--- config.mk ---
export PLATFORM = sky130hd
export DESIGN_NAME = fixed_decimal_csv_parser_flat
export DESIGN_NICKNAME = d
export VERILOG_FILES = /design/src/rtl/fdcsv_pkg.sv /design/src/rtl/fdcsv_in_if.sv /design/src/rtl/fdcsv_out_if.sv /design/src/rtl/fdcsv_cfg.sv /design/src/rtl/fdcsv_in_stage.sv /design/src/rtl/fdcsv_core.sv /design/src/rtl/fixed_decimal_csv_parser.sv /design/src/flat_wrapper.sv
export SDC_FILE = /design/constraint.sdc
export NUM_CORES = 1
export LEC_CHECK = 0
export BUFFER_PORTS_ARGS = -buffer_cell sky130_fd_sc_hd__buf_4
export CORE_MARGIN = 3
export CORE_UTILIZATION = 35
export CTS_CLUSTER_SIZE = 20
export DETAILED_ROUTE_END_ITERATION = 7
export SLEW_MARGIN = 10
export SYNTH_ARGS = -nofsm -noshare
export SYNTH_HDL_FRONTEND = slang
export SYNTH_SLANG_ARGS = --single-unit
export TNS_END_PERCENT = 50
--- constraint.sdc ---
create_clock -name i_clk -period 8.85 [get_ports i_clk]
set_input_delay 0.4425 -clock i_clk [delete_from_list [all_inputs] [get_ports i_clk]]
set_output_delay 0.4425 -clock i_clk [all_outputs]
set_load 0.02 [all_outputs]
--- src/rtl/fdcsv_pkg.sv ---
// fdcsv_pkg: types and constants of the fixed decimal csv parser
// no dependencies; used by the interfaces, the modules and the testbench
package fdcsv_pkg;

    // field widths
    localparam int unsigned BYTE_W   = 8;
    localparam int unsigned VALUE_W  = 19;
    localparam int unsigned COLUMN_W = 11;
    localparam int unsigned FPR_W    = 10;
    localparam int unsigned ROW_W    = 16;
    localparam int unsigned CFG_IDX_W  = 2;
    localparam int unsigned CFG_DATA_W = 16;

    // register indexes on the config port
    localparam logic [CFG_IDX_W-1:0] CFG_FEATURES_PER_ROW = 2'd0;
    localparam logic [CFG_IDX_W-1:0] CFG_ROW_LIMIT        = 2'd1;
    localparam logic [CFG_IDX_W-1:0] CFG_SKIP_FIRST_LINE  = 2'd2;

    // register reset values
    localparam logic [FPR_W-1:0] FPR_RESET       = 10'd1000;
    localparam logic [ROW_W-1:0] ROW_LIMIT_RESET = 16'd8000;

    // characters
    localparam logic [BYTE_W-1:0] CH_NUL   = 8'h00;
    localparam logic [BYTE_W-1:0] CH_LF    = 8'h0A;
    localparam logic [BYTE_W-1:0] CH_COMMA = 8'h2C;
    localparam logic [BYTE_W-1:0] CH_MINUS = 8'h2D;
    localparam logic [BYTE_W:0]   CH_ZERO  = 9'h030;

    // parse phase
    typedef enum logic [2:0] {
        PH_START = 3'd0,
        PH_FIELD = 3'd1,
        PH_FIRST = 3'd2,
        PH_DOT   = 3'd3,
        PH_D1    = 3'd4,
        PH_D2    = 3'd5,
        PH_D3    = 3'd6
    } t_phase;

    typedef struct packed {
        logic [FPR_W-1:0] features_per_row;
        logic [ROW_W-1:0] row_limit;
        logic             skip_first_line;
    } t_cfg;

    typedef struct packed {
        logic [BYTE_W-1:0] byte_in;
        logic              last_byte;
    } t_in_word;

    typedef struct packed {
        logic signed [VALUE_W-1:0] value;
        logic [COLUMN_W-1:0]       column;
        logic                      is_label;
        logic                      final_res;
    } t_result;

endpackage

--- src/rtl/fdcsv_in_if.sv ---
// fdcsv_in_if: input channel, one text byte per word
// depends on fdcsv_pkg
interface fdcsv_in_if;
    logic                          valid;
    logic                          ready;
    logic [fdcsv_pkg::BYTE_W-1:0]  byte_in;
    logic                          last_byte;

    modport source (output valid, output byte_in, output last_byte, input ready);
    modport sink   (input valid, input byte_in, input last_byte, output ready);
endinterface

--- src/rtl/fdcsv_out_if.sv ---
// fdcsv_out_if: result channel, one parsed field per word
// depends on fdcsv_pkg
interface fdcsv_out_if;
    logic                                 valid;
    logic                                 ready;
    logic signed [fdcsv_pkg::VALUE_W-1:0] value;
    logic [fdcsv_pkg::COLUMN_W-1:0]       column;
    logic                                 is_label;
    logic                                 final_res;

    modport source (output valid, output value, output column, output is_label,
                    output final_res, input ready);
    modport sink   (input valid, input value, input column, input is_label,
                    input final_res, output ready);
endinterface

--- src/rtl/fdcsv_cfg.sv ---
// fdcsv_cfg: configuration registers of the parser
// depends on fdcsv_pkg
module fdcsv_cfg (
    input  logic                               i_clk,
    input  logic                               i_rst_n,
    input  logic                               i_cfg_we,
    input  logic [fdcsv_pkg::CFG_IDX_W-1:0]    i_cfg_idx,
    input  logic [fdcsv_pkg::CFG_DATA_W-1:0]   i_cfg_wdata,
    output fdcsv_pkg::t_cfg                    o_cfg
);

    fdcsv_pkg::t_cfg r_cfg;

    // register writes, unknown indexes are dropped
    always_ff @(posedge i_clk) begin
        if (!i_rst_n) begin
            r_cfg.features_per_row <= fdcsv_pkg::FPR_RESET;
            r_cfg.row_limit        <= fdcsv_pkg::ROW_LIMIT_RESET;
            r_cfg.skip_first_line  <= 1'b0;
        end else if (i_cfg_we) begin
            unique case (i_cfg_idx)
                fdcsv_pkg::CFG_FEATURES_PER_ROW: begin
                    r_cfg.features_per_row <= i_cfg_wdata[fdcsv_pkg::FPR_W-1:0];
                end
                fdcsv_pkg::CFG_ROW_LIMIT: begin
                    r_cfg.row_limit <= i_cfg_wdata[fdcsv_pkg::ROW_W-1:0];
                end
                fdcsv_pkg::CFG_SKIP_FIRST_LINE: begin
                    r_cfg.skip_first_line <= i_cfg_wdata[0];
                end
                default: begin
                    r_cfg <= r_cfg;
                end
            endcase
        end
    end

    assign o_cfg = r_cfg;

endmodule

--- src/rtl/fdcsv_in_stage.sv ---
// fdcsv_in_stage: input register in front of the parse stage
// depends on fdcsv_pkg
module fdcsv_in_stage (
    input  logic                  i_clk,
    input  logic                  i_rst_n,
    input  logic                  i_valid,
    input  fdcsv_pkg::t_in_word   i_word,
    output logic                  o_ready,
    output logic                  o_valid,
    output fdcsv_pkg::t_in_word   o_word,
    input  logic                  i_adv
);

    logic                r_valid;
    fdcsv_pkg::t_in_word r_word;

    // refill whenever the held word moves on or the stage is empty
    // no word is taken while reset is held
    assign o_ready = i_rst_n && (!r_valid || i_adv);

    always_ff @(posedge i_clk) begin
        if (!i_rst_n) begin
            r_valid <= 1'b0;
        end else if (o_ready) begin
            r_valid <= i_valid;
        end
    end

    always_ff @(posedge i_clk) begin
        if (i_valid && o_ready) begin
            r_word <= i_word;
        end
    end

    assign o_valid = r_valid;
    assign o_word  = r_word;

endmodule

--- src/rtl/fdcsv_core.sv ---
// fdcsv_core: parse state update and result register
// depends on fdcsv_pkg
module fdcsv_core (
    input  logic                  i_clk,
    input  logic                  i_rst_n,
    input  fdcsv_pkg::t_cfg       i_cfg,
    input  logic                  i_valid,
    input  fdcsv_pkg::t_in_word   i_word,
    output logic                  o_adv,
    output logic                  o_res_valid,
    output fdcsv_pkg::t_result    o_res,
    input  logic                  i_res_ready
);

    fdcsv_pkg::t_phase                    r_phase, n_phase;
    logic                                 r_neg, n_neg;
    logic signed [fdcsv_pkg::VALUE_W-1:0] r_acc, n_acc;
    logic [fdcsv_pkg::FPR_W-1:0]          r_col, n_col;
    logic [fdcsv_pkg::ROW_W-1:0]          r_row, n_row;
    logic                                 r_stop, n_stop;
    logic                                 r_out_valid;
    fdcsv_pkg::t_result                   r_res;

    logic                                 w_fire;
    logic [fdcsv_pkg::BYTE_W-1:0]         w_byte;
    logic signed [fdcsv_pkg::BYTE_W:0]    w_digit;
    logic signed [fdcsv_pkg::VALUE_W-1:0] w_digit_ext;
    logic signed [fdcsv_pkg::VALUE_W-1:0] w_mac;
    logic signed [fdcsv_pkg::VALUE_W-1:0] w_neg_mac;
    logic                                 w_start_ph;
    logic                                 w_plain;
    logic                                 w_take;
    logic                                 w_is_lab;
    logic [fdcsv_pkg::ROW_W-1:0]          w_row_inc;
    logic                                 w_fin;
    logic                                 w_res_valid;
    fdcsv_pkg::t_result                   w_res;

    // handshake: parse when the result register frees up
    assign o_adv  = !r_out_valid || i_res_ready;
    assign w_fire = i_valid && o_adv;
    assign w_byte = i_word.byte_in;

    // digit and multiply-accumulate by ten
    assign w_digit     = $signed({1'b0, w_byte}) - $signed(fdcsv_pkg::CH_ZERO);
    assign w_digit_ext = fdcsv_pkg::VALUE_W'(w_digit);
    assign w_mac       = (r_acc <<< 3) + (r_acc <<< 1) + w_digit_ext;
    assign w_neg_mac   = r_neg ? -w_mac : w_mac;

    // field start decode
    assign w_start_ph = (r_phase == fdcsv_pkg::PH_FIELD) ||
                        (r_phase == fdcsv_pkg::PH_START && !i_cfg.skip_first_line);
    assign w_plain    = (w_byte != fdcsv_pkg::CH_NUL) && (w_byte != fdcsv_pkg::CH_COMMA) &&
                        (w_byte != fdcsv_pkg::CH_LF) && (w_byte != fdcsv_pkg::CH_MINUS);
    assign w_take     = !r_stop && ((w_start_ph && w_plain) ||
                                    (r_phase == fdcsv_pkg::PH_FIRST));
    assign w_is_lab   = (r_col >= i_cfg.features_per_row);

    // row count and limit
    assign w_row_inc = r_row + 1'b1;
    assign w_fin     = (i_cfg.row_limit != '0) && (w_row_inc >= i_cfg.row_limit);

    // next phase
    always_comb begin
        n_phase = r_phase;
        if (!r_stop) begin
            unique case (r_phase)
                fdcsv_pkg::PH_START,
                fdcsv_pkg::PH_FIELD: begin
                    if (!w_start_ph) begin
                        if (w_byte == fdcsv_pkg::CH_LF) begin
                            n_phase = fdcsv_pkg::PH_FIELD;
                        end
                    end else if (w_byte == fdcsv_pkg::CH_MINUS) begin
                        n_phase = fdcsv_pkg::PH_FIRST;
                    end else if (w_take && !w_is_lab) begin
                        n_phase = fdcsv_pkg::PH_DOT;
                    end else begin
                        n_phase = fdcsv_pkg::PH_FIELD;
                    end
                end
                fdcsv_pkg::PH_FIRST: begin
                    n_phase = w_is_lab ? fdcsv_pkg::PH_FIELD : fdcsv_pkg::PH_DOT;
                end
                fdcsv_pkg::PH_DOT: n_phase = fdcsv_pkg::PH_D1;
                fdcsv_pkg::PH_D1:  n_phase = fdcsv_pkg::PH_D2;
                fdcsv_pkg::PH_D2:  n_phase = fdcsv_pkg::PH_D3;
                fdcsv_pkg::PH_D3:  n_phase = fdcsv_pkg::PH_FIELD;
                default:           n_phase = fdcsv_pkg::PH_FIELD;
            endcase
        end
    end

    // datapath, counters and result
    always_comb begin
        n_neg          = r_neg;
        n_acc          = r_acc;
        n_col          = r_col;
        n_row          = r_row;
        n_stop         = r_stop;
        w_res_valid    = 1'b0;
        w_res.value    = w_digit_ext;
        w_res.column   = {1'b0, r_col} + 1'b1;
        w_res.is_label = 1'b1;
        w_res.final_res = w_fin;
        if (!r_stop) begin
            // field start clears the sign, minus sets it, zero byte halts
            if (w_start_ph) begin
                n_neg = (w_byte == fdcsv_pkg::CH_MINUS);
                if (w_byte == fdcsv_pkg::CH_NUL) begin
                    n_stop = 1'b1;
                end
            end
            // first byte of a field: label or leading digit
            if (w_take) begin
                if (w_is_lab) begin
                    n_row       = w_row_inc;
                    n_col       = '0;
                    w_res_valid = 1'b1;
                    if (w_fin) begin
                        n_stop = 1'b1;
                    end
                end else begin
                    n_col = r_col + 1'b1;
                    n_acc = w_digit_ext;
                end
            end
            // remaining digits
            if (r_phase == fdcsv_pkg::PH_D1 || r_phase == fdcsv_pkg::PH_D2) begin
                n_acc = w_mac;
            end
            if (r_phase == fdcsv_pkg::PH_D3) begin
                n_acc           = '0;
                n_neg           = 1'b0;
                w_res_valid     = 1'b1;
                w_res.value     = w_neg_mac;
                w_res.column    = {1'b0, r_col};
                w_res.is_label  = 1'b0;
                w_res.final_res = 1'b0;
            end
            if (i_word.last_byte) begin
                n_stop = 1'b1;
            end
        end
    end

    // parse state
    always_ff @(posedge i_clk) begin
        if (!i_rst_n) begin
            r_phase <= fdcsv_pkg::PH_START;
            r_neg   <= 1'b0;
            r_acc   <= '0;
            r_col   <= '0;
            r_row   <= '0;
            r_stop  <= 1'b0;
        end else if (w_fire) begin
            r_phase <= n_phase;
            r_neg   <= n_neg;
            r_acc   <= n_acc;
            r_col   <= n_col;
            r_row   <= n_row;
            r_stop  <= n_stop;
        end
    end

    // result register
    always_ff @(posedge i_clk) begin
        if (!i_rst_n) begin
            r_out_valid <= 1'b0;
        end else if (o_adv) begin
            r_out_valid <= w_fire && w_res_valid;
        end
    end

    always_ff @(posedge i_clk) begin
        if (w_fire && w_res_valid) begin
            r_res <= w_res;
        end
    end

    assign o_res_valid = r_out_valid;
    assign o_res       = r_res;

endmodule

--- src/rtl/fixed_decimal_csv_parser.sv ---
// fixed_decimal_csv_parser: top level of the fixed decimal csv parser
// depends on fdcsv_pkg, fdcsv_in_if, fdcsv_out_if, fdcsv_cfg, fdcsv_in_stage, fdcsv_core
//
//  channel   dir  handshake      payload
//  i_in      in   valid/ready    byte_in[7:0], last_byte
//  o_out     out  valid/ready    value[18:0] signed, column[10:0], is_label, final_res
//  i_cfg_*   in   i_cfg_we       i_cfg_idx[1:0], i_cfg_wdata[15:0]
//
// one byte per cycle sustained while o_out is not stalled; each result is registered
// the rate is set by the single parse stage between the input and result registers
// synchronous active-low reset clears parse state, counters and valid flags, config to defaults
// a stalled result holds in its register; the input register keeps taking one byte
// meanwhile, after which i_in.ready follows o_out.ready
module fixed_decimal_csv_parser (
    input  logic                              i_clk,
    input  logic                              i_rst_n,
    fdcsv_in_if.sink                          i_in,
    fdcsv_out_if.source                       o_out,
    input  logic                              i_cfg_we,
    input  logic [fdcsv_pkg::CFG_IDX_W-1:0]   i_cfg_idx,
    input  logic [fdcsv_pkg::CFG_DATA_W-1:0]  i_cfg_wdata
);

    fdcsv_pkg::t_cfg     w_cfg;
    fdcsv_pkg::t_in_word w_in_word;
    fdcsv_pkg::t_in_word w_stage_word;
    logic                w_stage_valid;
    logic                w_adv;
    logic                w_res_valid;
    fdcsv_pkg::t_result  w_res;

    assign w_in_word.byte_in   = i_in.byte_in;
    assign w_in_word.last_byte = i_in.last_byte;

    // configuration registers
    fdcsv_cfg u_cfg (
        .i_clk       (i_clk),
        .i_rst_n     (i_rst_n),
        .i_cfg_we    (i_cfg_we),
        .i_cfg_idx   (i_cfg_idx),
        .i_cfg_wdata (i_cfg_wdata),
        .o_cfg       (w_cfg)
    );

    // input register
    fdcsv_in_stage u_in_stage (
        .i_clk   (i_clk),
        .i_rst_n (i_rst_n),
        .i_valid (i_in.valid),
        .i_word  (w_in_word),
        .o_ready (i_in.ready),
        .o_valid (w_stage_valid),
        .o_word  (w_stage_word),
        .i_adv   (w_adv)
    );

    // parse stage and result register
    fdcsv_core u_core (
        .i_clk       (i_clk),
        .i_rst_n     (i_rst_n),
        .i_cfg       (w_cfg),
        .i_valid     (w_stage_valid),
        .i_word      (w_stage_word),
        .o_adv       (w_adv),
        .o_res_valid (w_res_valid),
        .o_res       (w_res),
        .i_res_ready (o_out.ready)
    );

    assign o_out.valid     = w_res_valid;
    assign o_out.value     = w_res.value;
    assign o_out.column    = w_res.column;
    assign o_out.is_label  = w_res.is_label;
    assign o_out.final_res = w_res.final_res;

endmodule

--- src/flat_wrapper.sv ---
// flat-port wrapper written by rule: the top's interface ports become plain ports
module fixed_decimal_csv_parser_flat 
  (i_clk, i_rst_n, i_cfg_we, i_cfg_idx, i_cfg_wdata, i_in_valid, i_in_byte_in, i_in_last_byte, i_in_ready, o_out_valid, o_out_value, o_out_column, o_out_is_label, o_out_final_res, o_out_ready);
  fdcsv_in_if i_in_i ();
  fdcsv_out_if o_out_i ();
  input  logic i_clk;
  input  logic i_rst_n;
  input  logic i_cfg_we;
  input  logic [fdcsv_pkg::CFG_IDX_W-1:0] i_cfg_idx;
  input  logic [fdcsv_pkg::CFG_DATA_W-1:0] i_cfg_wdata;
  input wire logic [$bits(i_in_i.valid)-1:0] i_in_valid;
  input wire logic [$bits(i_in_i.byte_in)-1:0] i_in_byte_in;
  input wire logic [$bits(i_in_i.last_byte)-1:0] i_in_last_byte;
  output wire logic [$bits(i_in_i.ready)-1:0] i_in_ready;
  output wire logic [$bits(o_out_i.valid)-1:0] o_out_valid;
  output wire logic [$bits(o_out_i.value)-1:0] o_out_value;
  output wire logic [$bits(o_out_i.column)-1:0] o_out_column;
  output wire logic [$bits(o_out_i.is_label)-1:0] o_out_is_label;
  output wire logic [$bits(o_out_i.final_res)-1:0] o_out_final_res;
  input wire logic [$bits(o_out_i.ready)-1:0] o_out_ready;
  assign i_in_i.valid = i_in_valid;
  assign i_in_i.byte_in = i_in_byte_in;
  assign i_in_i.last_byte = i_in_last_byte;
  assign i_in_ready = i_in_i.ready;
  assign o_out_valid = o_out_i.valid;
  assign o_out_value = o_out_i.value;
  assign o_out_column = o_out_i.column;
  assign o_out_is_label = o_out_i.is_label;
  assign o_out_final_res = o_out_i.final_res;
  assign o_out_i.ready = o_out_ready;
  fixed_decimal_csv_parser u_core (.i_clk(i_clk), .i_rst_n(i_rst_n), .i_in(i_in_i), .o_out(o_out_i), .i_cfg_we(i_cfg_we), .i_cfg_idx(i_cfg_idx), .i_cfg_wdata(i_cfg_wdata));
endmodule
==> results.md, run 1 <==
* Top post-synthesis cells by area: dfxtp_1 (20%), edfxtp_1 (16%), ha_1 (8.2%), nand2_1 (5.3%), xnor2_1 (4.7%)
* Post-CTS repair timing setup buffer count at 0
* Clk sinks at approximately 120
* Post-synthesis cell type count at 71
* Hold Buf Count CTS at 0
* Setup TNS Final at 0 ns
* Die H at roughly 150 um
* Wire per inst at 15.5 um
* Top cells by count, synth: nand2_1 (108), dfxtp_1 (78), ha_1 (50), nor2_1 (44), a21oi_1 (43)
* CP startpoint kind: flip-flop
* Clk pin slew, worst setup/hold paths at 0.06 ns
* Area leader, netlist: dfxtp_1
* Placement Rows at 53
* Final nets at just under 1k
* Ant diodes at 0
* Crit path kind: reg2reg
* Drt pass-1 iters at 5
* Status: finished clean
* TritonCTS Buffers at 17
* Core Area at 21200 sq um
* Largest family of logic cells by synthesized area: simple AND/OR/NAND/NOR gates
* Worst EP required at 9.01 ns
* DRC at 0
* Most frequent cell after synthesis: nand2_1
* Area of the mapped netlist at 7650 sq um
* CP Cell Sequence: ha_1 > or3_1 > clkinv_1 > fa_1 > ha_1 > a211oi_1 > o21ai_1 > a211oi_1 > a21oi_1 > o31a_1 > nand4bb_4 > nor3b_4 > mux2_1 > or3_1
* Multiplexer share of the synthesized area at 1.06%
* H-tree depth at 4
* Clk Latency, worst-skew pair at 0.42 ns
* Vias after detailed routing at a little over 6k
* RSZ-0062 raised after global routing: no
* Setup WS pre-CTS at 3.76 ns
* Area growth from synthesis to layout at 17.9%
* P_leak at about 3.8 nW
* Synth Area in Adders at 12.4%
* Delay-heaviest family, CP: adder cells
* Setup ws final at 3.68 ns
* Buffers on Ports at 65
* Routability cong. at 0.839
* PD cells at ~180 nW/um^2
* Initial antenna violation count at 0
* Initial DRC count at 332
* Layout cells sized above 1 at 13.3%
* Hold Vio Cnt, Final at 0
* Max stage delay on crit path at about 0.67 ns
* Seq/Total Area, Yosys at around 37%
* Filler cells at 2119
* CTS Root Cell: clkbuf_16
* TritonCTS clock tree: yes
* Clk_skew at 0.0116 ns
* Critical Path Fanout Max at 17
* Dominant synthesized flop cell: dfxtp_1
* Achievable clock frequency at 0.193 GHz
* Max_cap viols at 0
* Flops & latches, synth at 119
* Antenna viol nets, final at 0
* I/O pin cnt at between 60 and 70
* Hold/Removal Path Class: in2reg
* Synth Area per Inst at 9.14 sq um
* First-pass GRT wire length at 31.0 mm
* Largest net degree at the start of global routing at 77
* Chip Width at between 150 and 200 um
* FFs w/ async S/R, synth at 0%
* Global-route usage over all layers at 15.9%
* Total routed wirelength at 18.3 mm
* Final min period at 5.17 ns
* Compound-Gate Fraction of Synth Area at 18.1%
* Rel. slew slack at 22.2%
* Number of synthesized flops with an enable pin at 41
* Gr ovfl total at 0
* Die area at 23700 sq um
* Simple-gate share of the synthesized area at 19.5%
* Final Cycle Share at 58.4%
* Initial Util at 36.0%
* Slew Viols, Final at 0
* YS warnings at 0
* Final setup vio count at 0
* CP arrival at 5.34 ns
* Worst path bufs/invs at 1
* Post-DP HPWL at 13.5 mm
* CP Capture Type: flip-flop
* Post-CTS sizing at 0
* Vias in the first global route at between 5k and 6k
* CP max stage cell: fa_1
* Fin util at 42.5%
* Worst-Margin Slew at 1.16 ns
* CTS max path bufs at 2
* Post-synth top area share at slightly above 20%
* Max VDD drop at 0.118 mV
* Area share of xor/xnor cells in the synthesized design at 8.35%
* Via-per-instance ratio at 5.20
* Syn_nets at 935
* WHS at 0.201 ns
* Cells after Synth at between 800 and 900
-- where the power goes --
group / total, mW / internal, mW / switching (mW)
logic: 0.286 / 0.110 / 0.176
registers: 0.597 / 0.580 / 0.0168
clock network: 0.733 / 0.472 / 0.261
-- cell usage in the layout, fill, tap and decap left out, drive strengths merged, types with 9 or more instances in the layout --
cell and instances:
nand3 32, nor4 9, nand4 12, edfxtp 41, nor2 44, a21oi 43
a21boi 31, nand2 108, clkbuf 17, xnor2 41, dfxtp 78, o21ai 32
and2 20, o211ai 20, fa 16, ha 50, inv 48, and3 18
a21o 16, nor2b 12, xor2 31, buf 71
-- cell type report --
cell class                 instances  area [sq um]  share of cell area [%]
inverter                          44           165                    1.83
sequential                       119          2790                    31.0
clock inverter                    15           195                    2.17
clock buffer                      17           425                    4.72
timing repair buffer              71           533                    5.92
multi-input combinational        637          4560                    50.6
tap                              275           344                    3.82
-- worst reg2reg max path: stages, from the launching register on --
cell and delay (ns):
edfxtp_1 0.42, ha_1 0.21, or3_1 0.22, clkinv_1 0.58
fa_1 0.68, ha_1 0.43, a211oi_1 0.25, o21ai_1 0.16
a211oi_1 0.37, a21oi_1 0.11, o31a_1 0.30, nand4bb_4 0.26
nor3b_4 0.26, mux2_1 0.33, or3_1 0.34
-- per-layer routing --
layer | global-route usage (%) | share of wire, % | vias up
li1 | - | - | 3077
met1 | 23.3 | 50 | 2898
met2 | 23.7 | 44 | 127
met3 | 3.07 | 4.7 | 26
met4 | 4.67 | 1.7 | 0
met5 | 0 | 0 | -
-- worst paths after layout --
kind / startpoint / end / slack (ns) / cells past startpoint
setup / recovery: u_core.u_in_stage.o_word[5]$_DFFE_PP_ / u_core.u_core.o_res[31]$_DFFE_PP_ / 3.68 / 14
hold / removal: i_in_byte_in[3] / u_core.u_in_stage.o_word[4]$_DFFE_PP_ / 0.20 / 1
setup reg to reg: u_core.u_in_stage.o_word[5]$_DFFE_PP_ / u_core.u_core.o_res[31]$_DFFE_PP_ / 3.68 / 14
hold reg to reg: u_core.u_cfg.o_cfg[19]$_SDFFE_PN0P_ / u_core.u_cfg.o_cfg[19]$_SDFFE_PN0P_ / 0.47 / 2
-- sequential cells by signal (all words and copies together), names as in the netlist --
register                   cells
u_core.u_core.o_res_valid      1
u_core.u_core.r_stop           1
u_core.u_core.r_row           16
u_core.u_core.r_neg            1
u_core.u_core.r_phase          3
u_core.u_in_stage.o_word       9
u_core.u_core.o_res           32
u_core.u_core.r_col           10
u_core.u_cfg.o_cfg            27
u_core.u_in_stage.o_valid      1
u_core.u_core.r_acc           18
-- stage by stage --
step / cells / cell area, sq um / total power, mW
after global placement: 1146 / 8390 / 0.888
after floorplan: 837 / 7650 / 0.815
after detailed placement: 1146 / 8390 / 0.891
final: 1178 / 9010 / 1.62
after CTS: 1178 / 9010 / 1.63
after global routing: 1178 / 9010 / 1.69
-- cells by family (layout without fill, tap and decap cells) --
| family | after synthesis | in the layout |
|---|---|---|
| flip-flops | 119 | 119 |
| multiplexers | 8 | 8 |
| AO/OA/AOI/OAI | 196 | 196 |
| XOR/XNOR | 72 | 72 |
| buffers and inverters | 81 | 147 |
| AND/OR/NAND/NOR | 295 | 295 |
| adder cells (fa/ha/maj) | 66 | 66 |
Power figures use the tool's default switching activity.
==> inputs of run 2 (changes only) <==
==> constraint.sdc (replaced) <==
create_clock -name i_clk -period 4.7 [get_ports i_clk]
set_input_delay 0.235 -clock i_clk [delete_from_list [all_inputs] [get_ports i_clk]]
set_output_delay 0.235 -clock i_clk [all_outputs]
set_load 0.02 [all_outputs]
==> run 2 against run 1 <==
  * Maximum frequency increased by 16%
  * Sequential share of layout area shrank 0.87 points
  * Critical path depth up 1
  * Non-clock buffer count rose by 35
  * First-iteration DRC count fell by 11%
  * Cell count increased by 3.0%
  * Total power up 85%
  * Die area is the same
  * Critical path type unchanged
  * Critical endpoint unchanged
  * Largest cell class unchanged
  * Largest power group unchanged
==> results.md, run 2 (synthesis gave the netlist of run 1 again) <==
* Drt pass-1 iters at 4 (-1)
* Hold Vio Cnt, Final at 0 (unchanged)
* TritonCTS clock tree: yes
* Clk_skew at 0.0106 ns (-0.00102 ns)
* I/O pin cnt at 66 (unchanged)
* Vias in the first global route at 5828 (-1.9%)
* Placement Rows at 53 (unchanged)
* Achievable clock frequency at 0.223 GHz (+16%)
* Chip Width at 154 um (unchanged)
* Die area at 23700 sq um (unchanged)
* Hold/Removal Path Class: in2reg
* Largest net degree at the start of global routing at 77 (unchanged)
* Final min period at 4.48 ns (-0.694 ns)
* Ant diodes at 0 (unchanged)
* Max VDD drop at 0.219 mV (+86%)
* Setup TNS Final at 0 ns (unchanged)
* Final nets at 1023 (+3.5%)
* Total routed wirelength at 18.4 mm (+0.44%)
* Die H at 154 um (unchanged)
* Status: finished clean
* DRC at 0 (unchanged)
* Clk pin slew, worst setup/hold paths at 0.06 ns (about the same)
* Max_cap viols at 0 (unchanged)
* CTS Root Cell: clkbuf_16
* Filler cells at 2104 (-0.71%)
* P_leak at 3.97 nW (+3.3%)
* Layout cells sized above 1 at 16.3% (+3.0 points)
* Dpl cells at 1171 (+2.2%)
* Area growth from synthesis to layout at 21.3%
* Fin area at 9270 sq um (+2.9%)
* CP startpoint kind: flip-flop
* Post-DP Area at 8580 sq um (+2.2%)
* Rel. slew slack at 26.2% (+4.0 points)
* Global-route usage over all layers at 15.8% (-0.068 points)
* Post-DP HPWL at 13.7 mm (+1.3%)
* Final setup vio count at 0 (unchanged)
* Crit path kind: reg2reg
* Worst-Margin Slew at 1.10 ns (-0.0596 ns)
* CP arrival at 4.64 ns (-0.70 ns)
* Initial DRC count at 294 (-11%)
* Routability cong. at 0.865 (+3.0%)
* Setup WS pre-CTS at 0.114 ns (-3.64 ns)
* Core Area at 21200 sq um (unchanged)
* CTS max path bufs at 2 (unchanged)
* Number of flip-flops under the largest register name at 32 (unchanged)
* First-pass GRT wire length at 30.6 mm (-1.3%)
* Clk Latency, worst-skew pair at 0.41 ns (about the same)
* Buffers on Ports at 65 (unchanged)
* Initial Util at 36.0% (unchanged)
* CP Capture Type: flip-flop
* RSZ-0062 raised after global routing: no
* H-tree depth at 4 (unchanged)
* Critical Path Fanout Max at 11 (-6)
* Most frequent cells in the layout: nand2_1 (108), buf_4 (97), dfxtp_1 (78)
* TritonCTS Buffers at 17 (unchanged)
* Initial antenna violation count at 0 (unchanged)
* Vias after detailed routing at 6173 (+0.73%)
* Worst EP required at 4.86 ns (-4.15 ns)
* PD cells at 323 nW/um^2 (+80%)
* Final Cycle Share at 95.3% (+37 points)
* Worst R2R Setup Slack at 0.22 ns (-3.46 ns)
* Slew Viols, Final at 0 (unchanged)
* Gr ovfl total at 0 (unchanged)
* Via-per-instance ratio at 5.09 (-2.2%)
* Wire per inst at 15.2 um (-2.5%)
* Non-filler instance count after layout at 1213 (+3.0%)
* Antenna viol nets, final at 0 (unchanged)
* Tot Pwr at 2.99 mW (+85%)
* Commonest non-fill, non-tap cell in the layout: nand2_1
* Clk sinks at 119 (unchanged)
* Setup ws final at 0.222 ns (-3.46 ns)
-- run 2: layout make-up --
cell class              count  area, sq um  area share, %
clock buffers              19          443           4.78
clock inverters            13          123           1.32
inverters                  44          165           1.78
multi-input cells         637         4590           49.5
flip-flops and latches    119         2790           30.1
well taps                 275          344           3.71
repair buffers            106          818           8.82
-- run 2: critical path: stages (launching register included) --
cell	delay, ns
edfxtp_1	0.44
ha_1	0.26
or3_4	0.37
inv_2	0.12
buf_4	0.15
buf_4	0.18
fa_1	0.44
ha_2	0.40
o211ai_1	0.13
a21bo_2	0.23
a31o_1	0.22
o31a_1	0.13
nand4bb_4	0.25
nor3b_4	0.24
mux2_1	0.33
or3_1	0.34
-- run 2: metrics by stage --
step / utilization (%) / hold slack [ns]
5_1_grt: 43.7 / 0.0388
4_1_cts: 43.5 / 0.0275
2_1_floorplan: - / 0.334
6_report: 43.7 / 0.0461
3_5_place_dp: 40.4 / 0.418
3_3_place_gp: 40.4 / 0.415
-- run 2: what timing repair did --
action                                  CTS  global route
gates resized for setup                   0             9
endpoints found under the setup margin    0             1
buffers inserted                          0             1
endpoints found under the hold margin     9             0
hold buffers                              9             0
-- run 2: path summary, 6_finish.rpt --
path                                         start                                  end  depth (start not counted)
max reg2reg  u_core.u_in_stage.o_word[6]$_DFFE_PP_    u_core.u_core.o_res[31]$_DFFE_PP_                         15
min                                i_cfg_wdata[11]  u_core.u_cfg.o_cfg[12]$_SDFFE_PN1P_                          3
min reg2reg    u_core.u_cfg.o_cfg[19]$_SDFFE_PN0P_  u_core.u_cfg.o_cfg[19]$_SDFFE_PN0P_                          2
max          u_core.u_in_stage.o_word[6]$_DFFE_PP_    u_core.u_core.o_res[31]$_DFFE_PP_                         15
-- run 2: power by group --
group,switching (mW),internal (mW)
Clock,0.501,0.747
Combinational,0.356,0.270
Sequential,0.0300,1.09
Total,0.887,2.11
-- run 2: per-layer routing --
layer	vias to the layer above	routed length, um	GRT usage (%)	share of wire (%)
li1	3142	-	-	-
met1	2889	9320	23.6	51
met2	127	8030	23.2	44
met3	15	828	2.87	4.5
met4	0	208	4.63	1.1
met5	-	0	0	0
==> inputs of run 3 (changes only) <==
--- a/config.mk
+++ b/config.mk
@@ -13,5 +13,6 @@
 export SLEW_MARGIN = 10
 export SYNTH_ARGS = -nofsm -noshare
 export SYNTH_HDL_FRONTEND = slang
+export SYNTH_HIERARCHICAL = 1
 export SYNTH_SLANG_ARGS = --single-unit
 export TNS_END_PERCENT = 50
==> run 3 against run 2 <==
  * Sequential share of layout area is 0.35 points higher
  * Area after synthesis is 0.20% lower
  * Clock power is 7% lower
  * Via count is 1.0% lower
  * Non-clock buffer count is 10 lower
  * Combinational power is 11% lower
  * Sequential cell count stayed put
  * Cell count is 2.6% lower
  * Sequential power hardly changed
  * Maximum frequency is 1.3% lower
  * Clock-buffer cell count stayed put
==> results.md, run 3 <==
* Status: finished clean
* Chip Width at 154 um (about the same)
* Clk pin slew, worst setup/hold paths at 0.06 ns (about the same)
* H-tree depth at 4 (unchanged)
* Die area at 23600 sq um (-0.19%)
* TritonCTS Buffers at 17 (unchanged)
* Top cells by count, synth: dfxtp_1 (78), nand2_1 (73), nor2_1 (62), ha_1 (50), inv_1 (48)
* I/O pin cnt at 66 (unchanged)
* Clk_skew at 0.00659 ns (-0.00403 ns)
* Vias after detailed routing at 6110 (-1.0%)
* Wire per inst at 15.8 um (+4.4%)
* Ant diodes at 0 (unchanged)
* Setup WS pre-CTS at 0.0587 ns (-0.0551 ns)
* Seq/Total Area, Yosys at 36.6% (+0.072 points)
* Buffers on Ports at 65 (unchanged)
* Final setup vio count at 0 (unchanged)
* Setup ws final at 0.164 ns (-0.0574 ns)
* Most frequent cells in the layout: buf_4 (86), dfxtp_1 (78), nand2_1 (73)
* Final min period at 4.54 ns (+0.0574 ns)
* Clk sinks at 119 (unchanged)
* Compound-Gate Fraction of Synth Area at 13.0% (-5.1 points)
* Post-DP HPWL at 13.6 mm (-0.67%)
* Vias in the first global route at 5938 (+1.9%)
* Largest net degree at the start of global routing at 59 (-23%)
* Slew Viols, Final at 0 (unchanged)
* CTS Root Cell: clkbuf_16
* CP Capture Type: flip-flop
* Number of flip-flops under the largest register name at 32 (unchanged)
* Max stage delay on crit path at 0.47 ns (+0.03 ns)
* Routability cong. at 0.903 (+4.5%)
* Multiplexer share of the synthesized area at 4.33% (+3.3 points)
* Fin util at 43.2% (-0.50 points)
* PD cells at 311 nW/um^2 (-3.9%)
* Layout cells sized above 1 at 17.2% (+0.91 points)
* Crit path kind: reg2reg
* TritonCTS clock tree: yes
* Total routed wirelength at 18.7 mm (+1.7%)
* YS warnings at 6 (+6)
* Initial DRC count at 455 (+55%)
* CP arrival at 4.69 ns (+0.05 ns)
* Final nets at 991 (-3.1%)
* CP max stage cell: or3_2
* Simple-gate share of the synthesized area at 19.6% (+0.088 points)
* First-pass GRT wire length at 30.7 mm (+0.43%)
* Hold Vio Cnt, Final at 0 (unchanged)
* Tot Pwr at 2.85 mW (-4.9%)
* Most frequent cell after synthesis: dfxtp_1
* Final Cycle Share at 96.5% (+1.2 points)
* Post-synthesis cell type count at 74 (+4.2%)
* Initial Util at 36.0% (-0.071 points)
* Placement Rows at 53 (unchanged)
* Max_cap viols at 0 (unchanged)
* Area growth from synthesis to layout at 20.1%
* Antenna viol nets, final at 0 (unchanged)
* P_leak at 4.07 nW (+2.5%)
* Number of synthesized flops with an enable pin at 41 (unchanged)
* Hold/Removal Path Class: in2reg
* Drt pass-1 iters at 5 (+1)
* Rel. slew slack at 30.8% (+4.6 points)
* Global-route usage over all layers at 16.0% (+0.17 points)
* FFs w/ async S/R, synth at 0% (unchanged)
* Area of the mapped netlist at 7630 sq um (-0.20%)
* Worst EP required at 4.85 ns (about the same)
* Cells after Synth at 812 (-3.0%)
* Area share of xor/xnor cells in the synthesized design at 9.17% (+0.82 points)
* Core Area at 21200 sq um (unchanged)
* Synth Area in Adders at 12.4% (+0.024 points)
* Syn_nets at 910 (-2.7%)
* Synth Area per Inst at 9.40 sq um (+2.9%)
* DRC at 0 (unchanged)
* Clk Latency, worst-skew pair at 0.42 ns (about the same)
* Area leader, netlist: dfxtp_1
* Initial antenna violation count at 0 (unchanged)
* Achievable clock frequency at 0.220 GHz (-1.3%)
* Gr ovfl total at 0 (unchanged)
* Post-synth top area share at 20.5% (+0.040 points)
* Dominant synthesized flop cell: dfxtp_1
* CP most frequent cell: a21oi_1
* CP Cell Sequence: ha_2 > or3_2 > inv_4 > buf_8 > fa_1 > ha_4 > buf_4 > nand2_1 > a21oi_1 > o2111ai_1 > a21oi_1 > xnor2_2 > and3_2 > a221oi_1 > or4b_1
* Top post-synthesis cells by area: dfxtp_1 (20%), edfxtp_1 (16%), ha_1 (8.2%), xor2_1 (4.8%), mux2i_1 (4.3%)
* Commonest non-fill, non-tap cell in the layout: buf_4
* Critical Path Fanout Max at 13 (+2)
* Setup TNS Final at 0 ns (unchanged)
* CP startpoint kind: flip-flop
* CTS max path bufs at 2 (unchanged)
* Flops & latches, synth at 119 (unchanged)
* Via-per-instance ratio at 5.17 (+1.7%)
* Largest family of logic cells by synthesized area: simple AND/OR/NAND/NOR gates
* Worst-Margin Slew at 1.04 ns (-0.0645 ns)
* Max VDD drop at 0.156 mV (-29%)
* Die H at 154 um (about the same)
[run 3: changes by cell type after synthesis, moves of 7 or more]
| cell | delta |
|---|---|
| a21boi_0 | -26 |
| clkbuf_1 | -10 |
| mux2i_1 | +26 |
| nand2_1 | -35 |
| nor2_1 | +18 |
| o211ai_1 | -9 |
| o21ai_1 | -7 |
| xor2_1 | +12 |
[run 3: path summary, 6_finish.rpt]
path | startpoint | end | slack (ns) | depth (start not counted)
setup reg to reg | u_core/u_in_stage/o_word[6]$_DFFE_PP_ | u_core/u_core/o_res[31]$_DFFE_PP_ | 0.16 | 15
setup / recovery | u_core/u_in_stage/o_word[6]$_DFFE_PP_ | u_core/u_core/o_res[31]$_DFFE_PP_ | 0.16 | 15
hold / removal | i_in_valid | u_core/u_in_stage/o_valid$_SDFFE_PN0P_ | 0.06 | 3
hold reg to reg | u_core/u_cfg/o_cfg[19]$_SDFFE_PN0P_ | u_core/u_cfg/o_cfg[19]$_SDFFE_PN0P_ | 0.46 | 2
[run 3: cell families (layout without fill, tap and decap cells)]
family                     after synthesis  in the layout
AOI/OAI and AO/OA                      145            145
xor gates and xnor gates                79             79
adders and majority gates               66             66
buffers and inverters                   84            178
DFF                                    119            119
muxes                                   33             33
and+or+nand+nor                        286            286
[run 3: layout make-up]
| type | count | area [sq um] |
|---|---|---|
| clock inverter | 13 | 83.8 |
| multi-input combinational | 609 | 4560 |
| fill | 2084 | 12100 |
| inverter | 50 | 190 |
| tap | 275 | 344 |
| timing repair buffer | 96 | 751 |
| clock buffer | 19 | 443 |
| sequential | 119 | 2790 |
[run 3: stage by stage]
| stage | hold WS, ns | cell area, sq um | instances |
|---|---|---|---|
| 2_1_floorplan | 0.334 | 7630 | 812 |
| 3_3_place_gp | 0.415 | 8430 | 1137 |
| 3_5_place_dp | 0.415 | 8430 | 1137 |
| 4_1_cts | 0.0446 | 9040 | 1178 |
| 5_1_grt | 0.0721 | 9170 | 1181 |
| 6_report | 0.0627 | 9170 | 1181 |
[run 3: critical path: cells and delay by family, from the launching register on]
| kind | cells | cell delay (ns) |
|---|---|---|
| flops | 1 | 0.43 |
| compound gates | 4 | 1.03 |
| buf+inv | 3 | 0.42 |
| xor+xnor | 1 | 0.17 |
| fa+ha+maj | 3 | 1.00 |
| simple gates | 4 | 1.22 |
[run 3: per-layer routing]
layer / global-route usage (%) / vias to the layer above / wire length, um
li1: - / 3040 / -
met1: 23.0 / 2890 / 9280
met2: 23.8 / 160 / 8280
met3: 3.26 / 20 / 860
met4: 5.72 / 0 / 280
met5: 0 / - / 0
[run 3: report_power, final]
part | switching [mW] | internal, mW | total, mW | leakage (nW)
combinational | 0.317 | 0.241 | 0.558 | 2.77
sequential | 0.0322 | 1.09 | 1.12 | 1.03
clock | 0.483 | 0.682 | 1.16 | 0.270
[run 3: timing repair]
item	CTS	global route
gates resized for setup	0	19
hold buffers	9	0
hold endpoints to repair	9	0
setup buffers	0	3
endpoints found under the setup margin	0	2
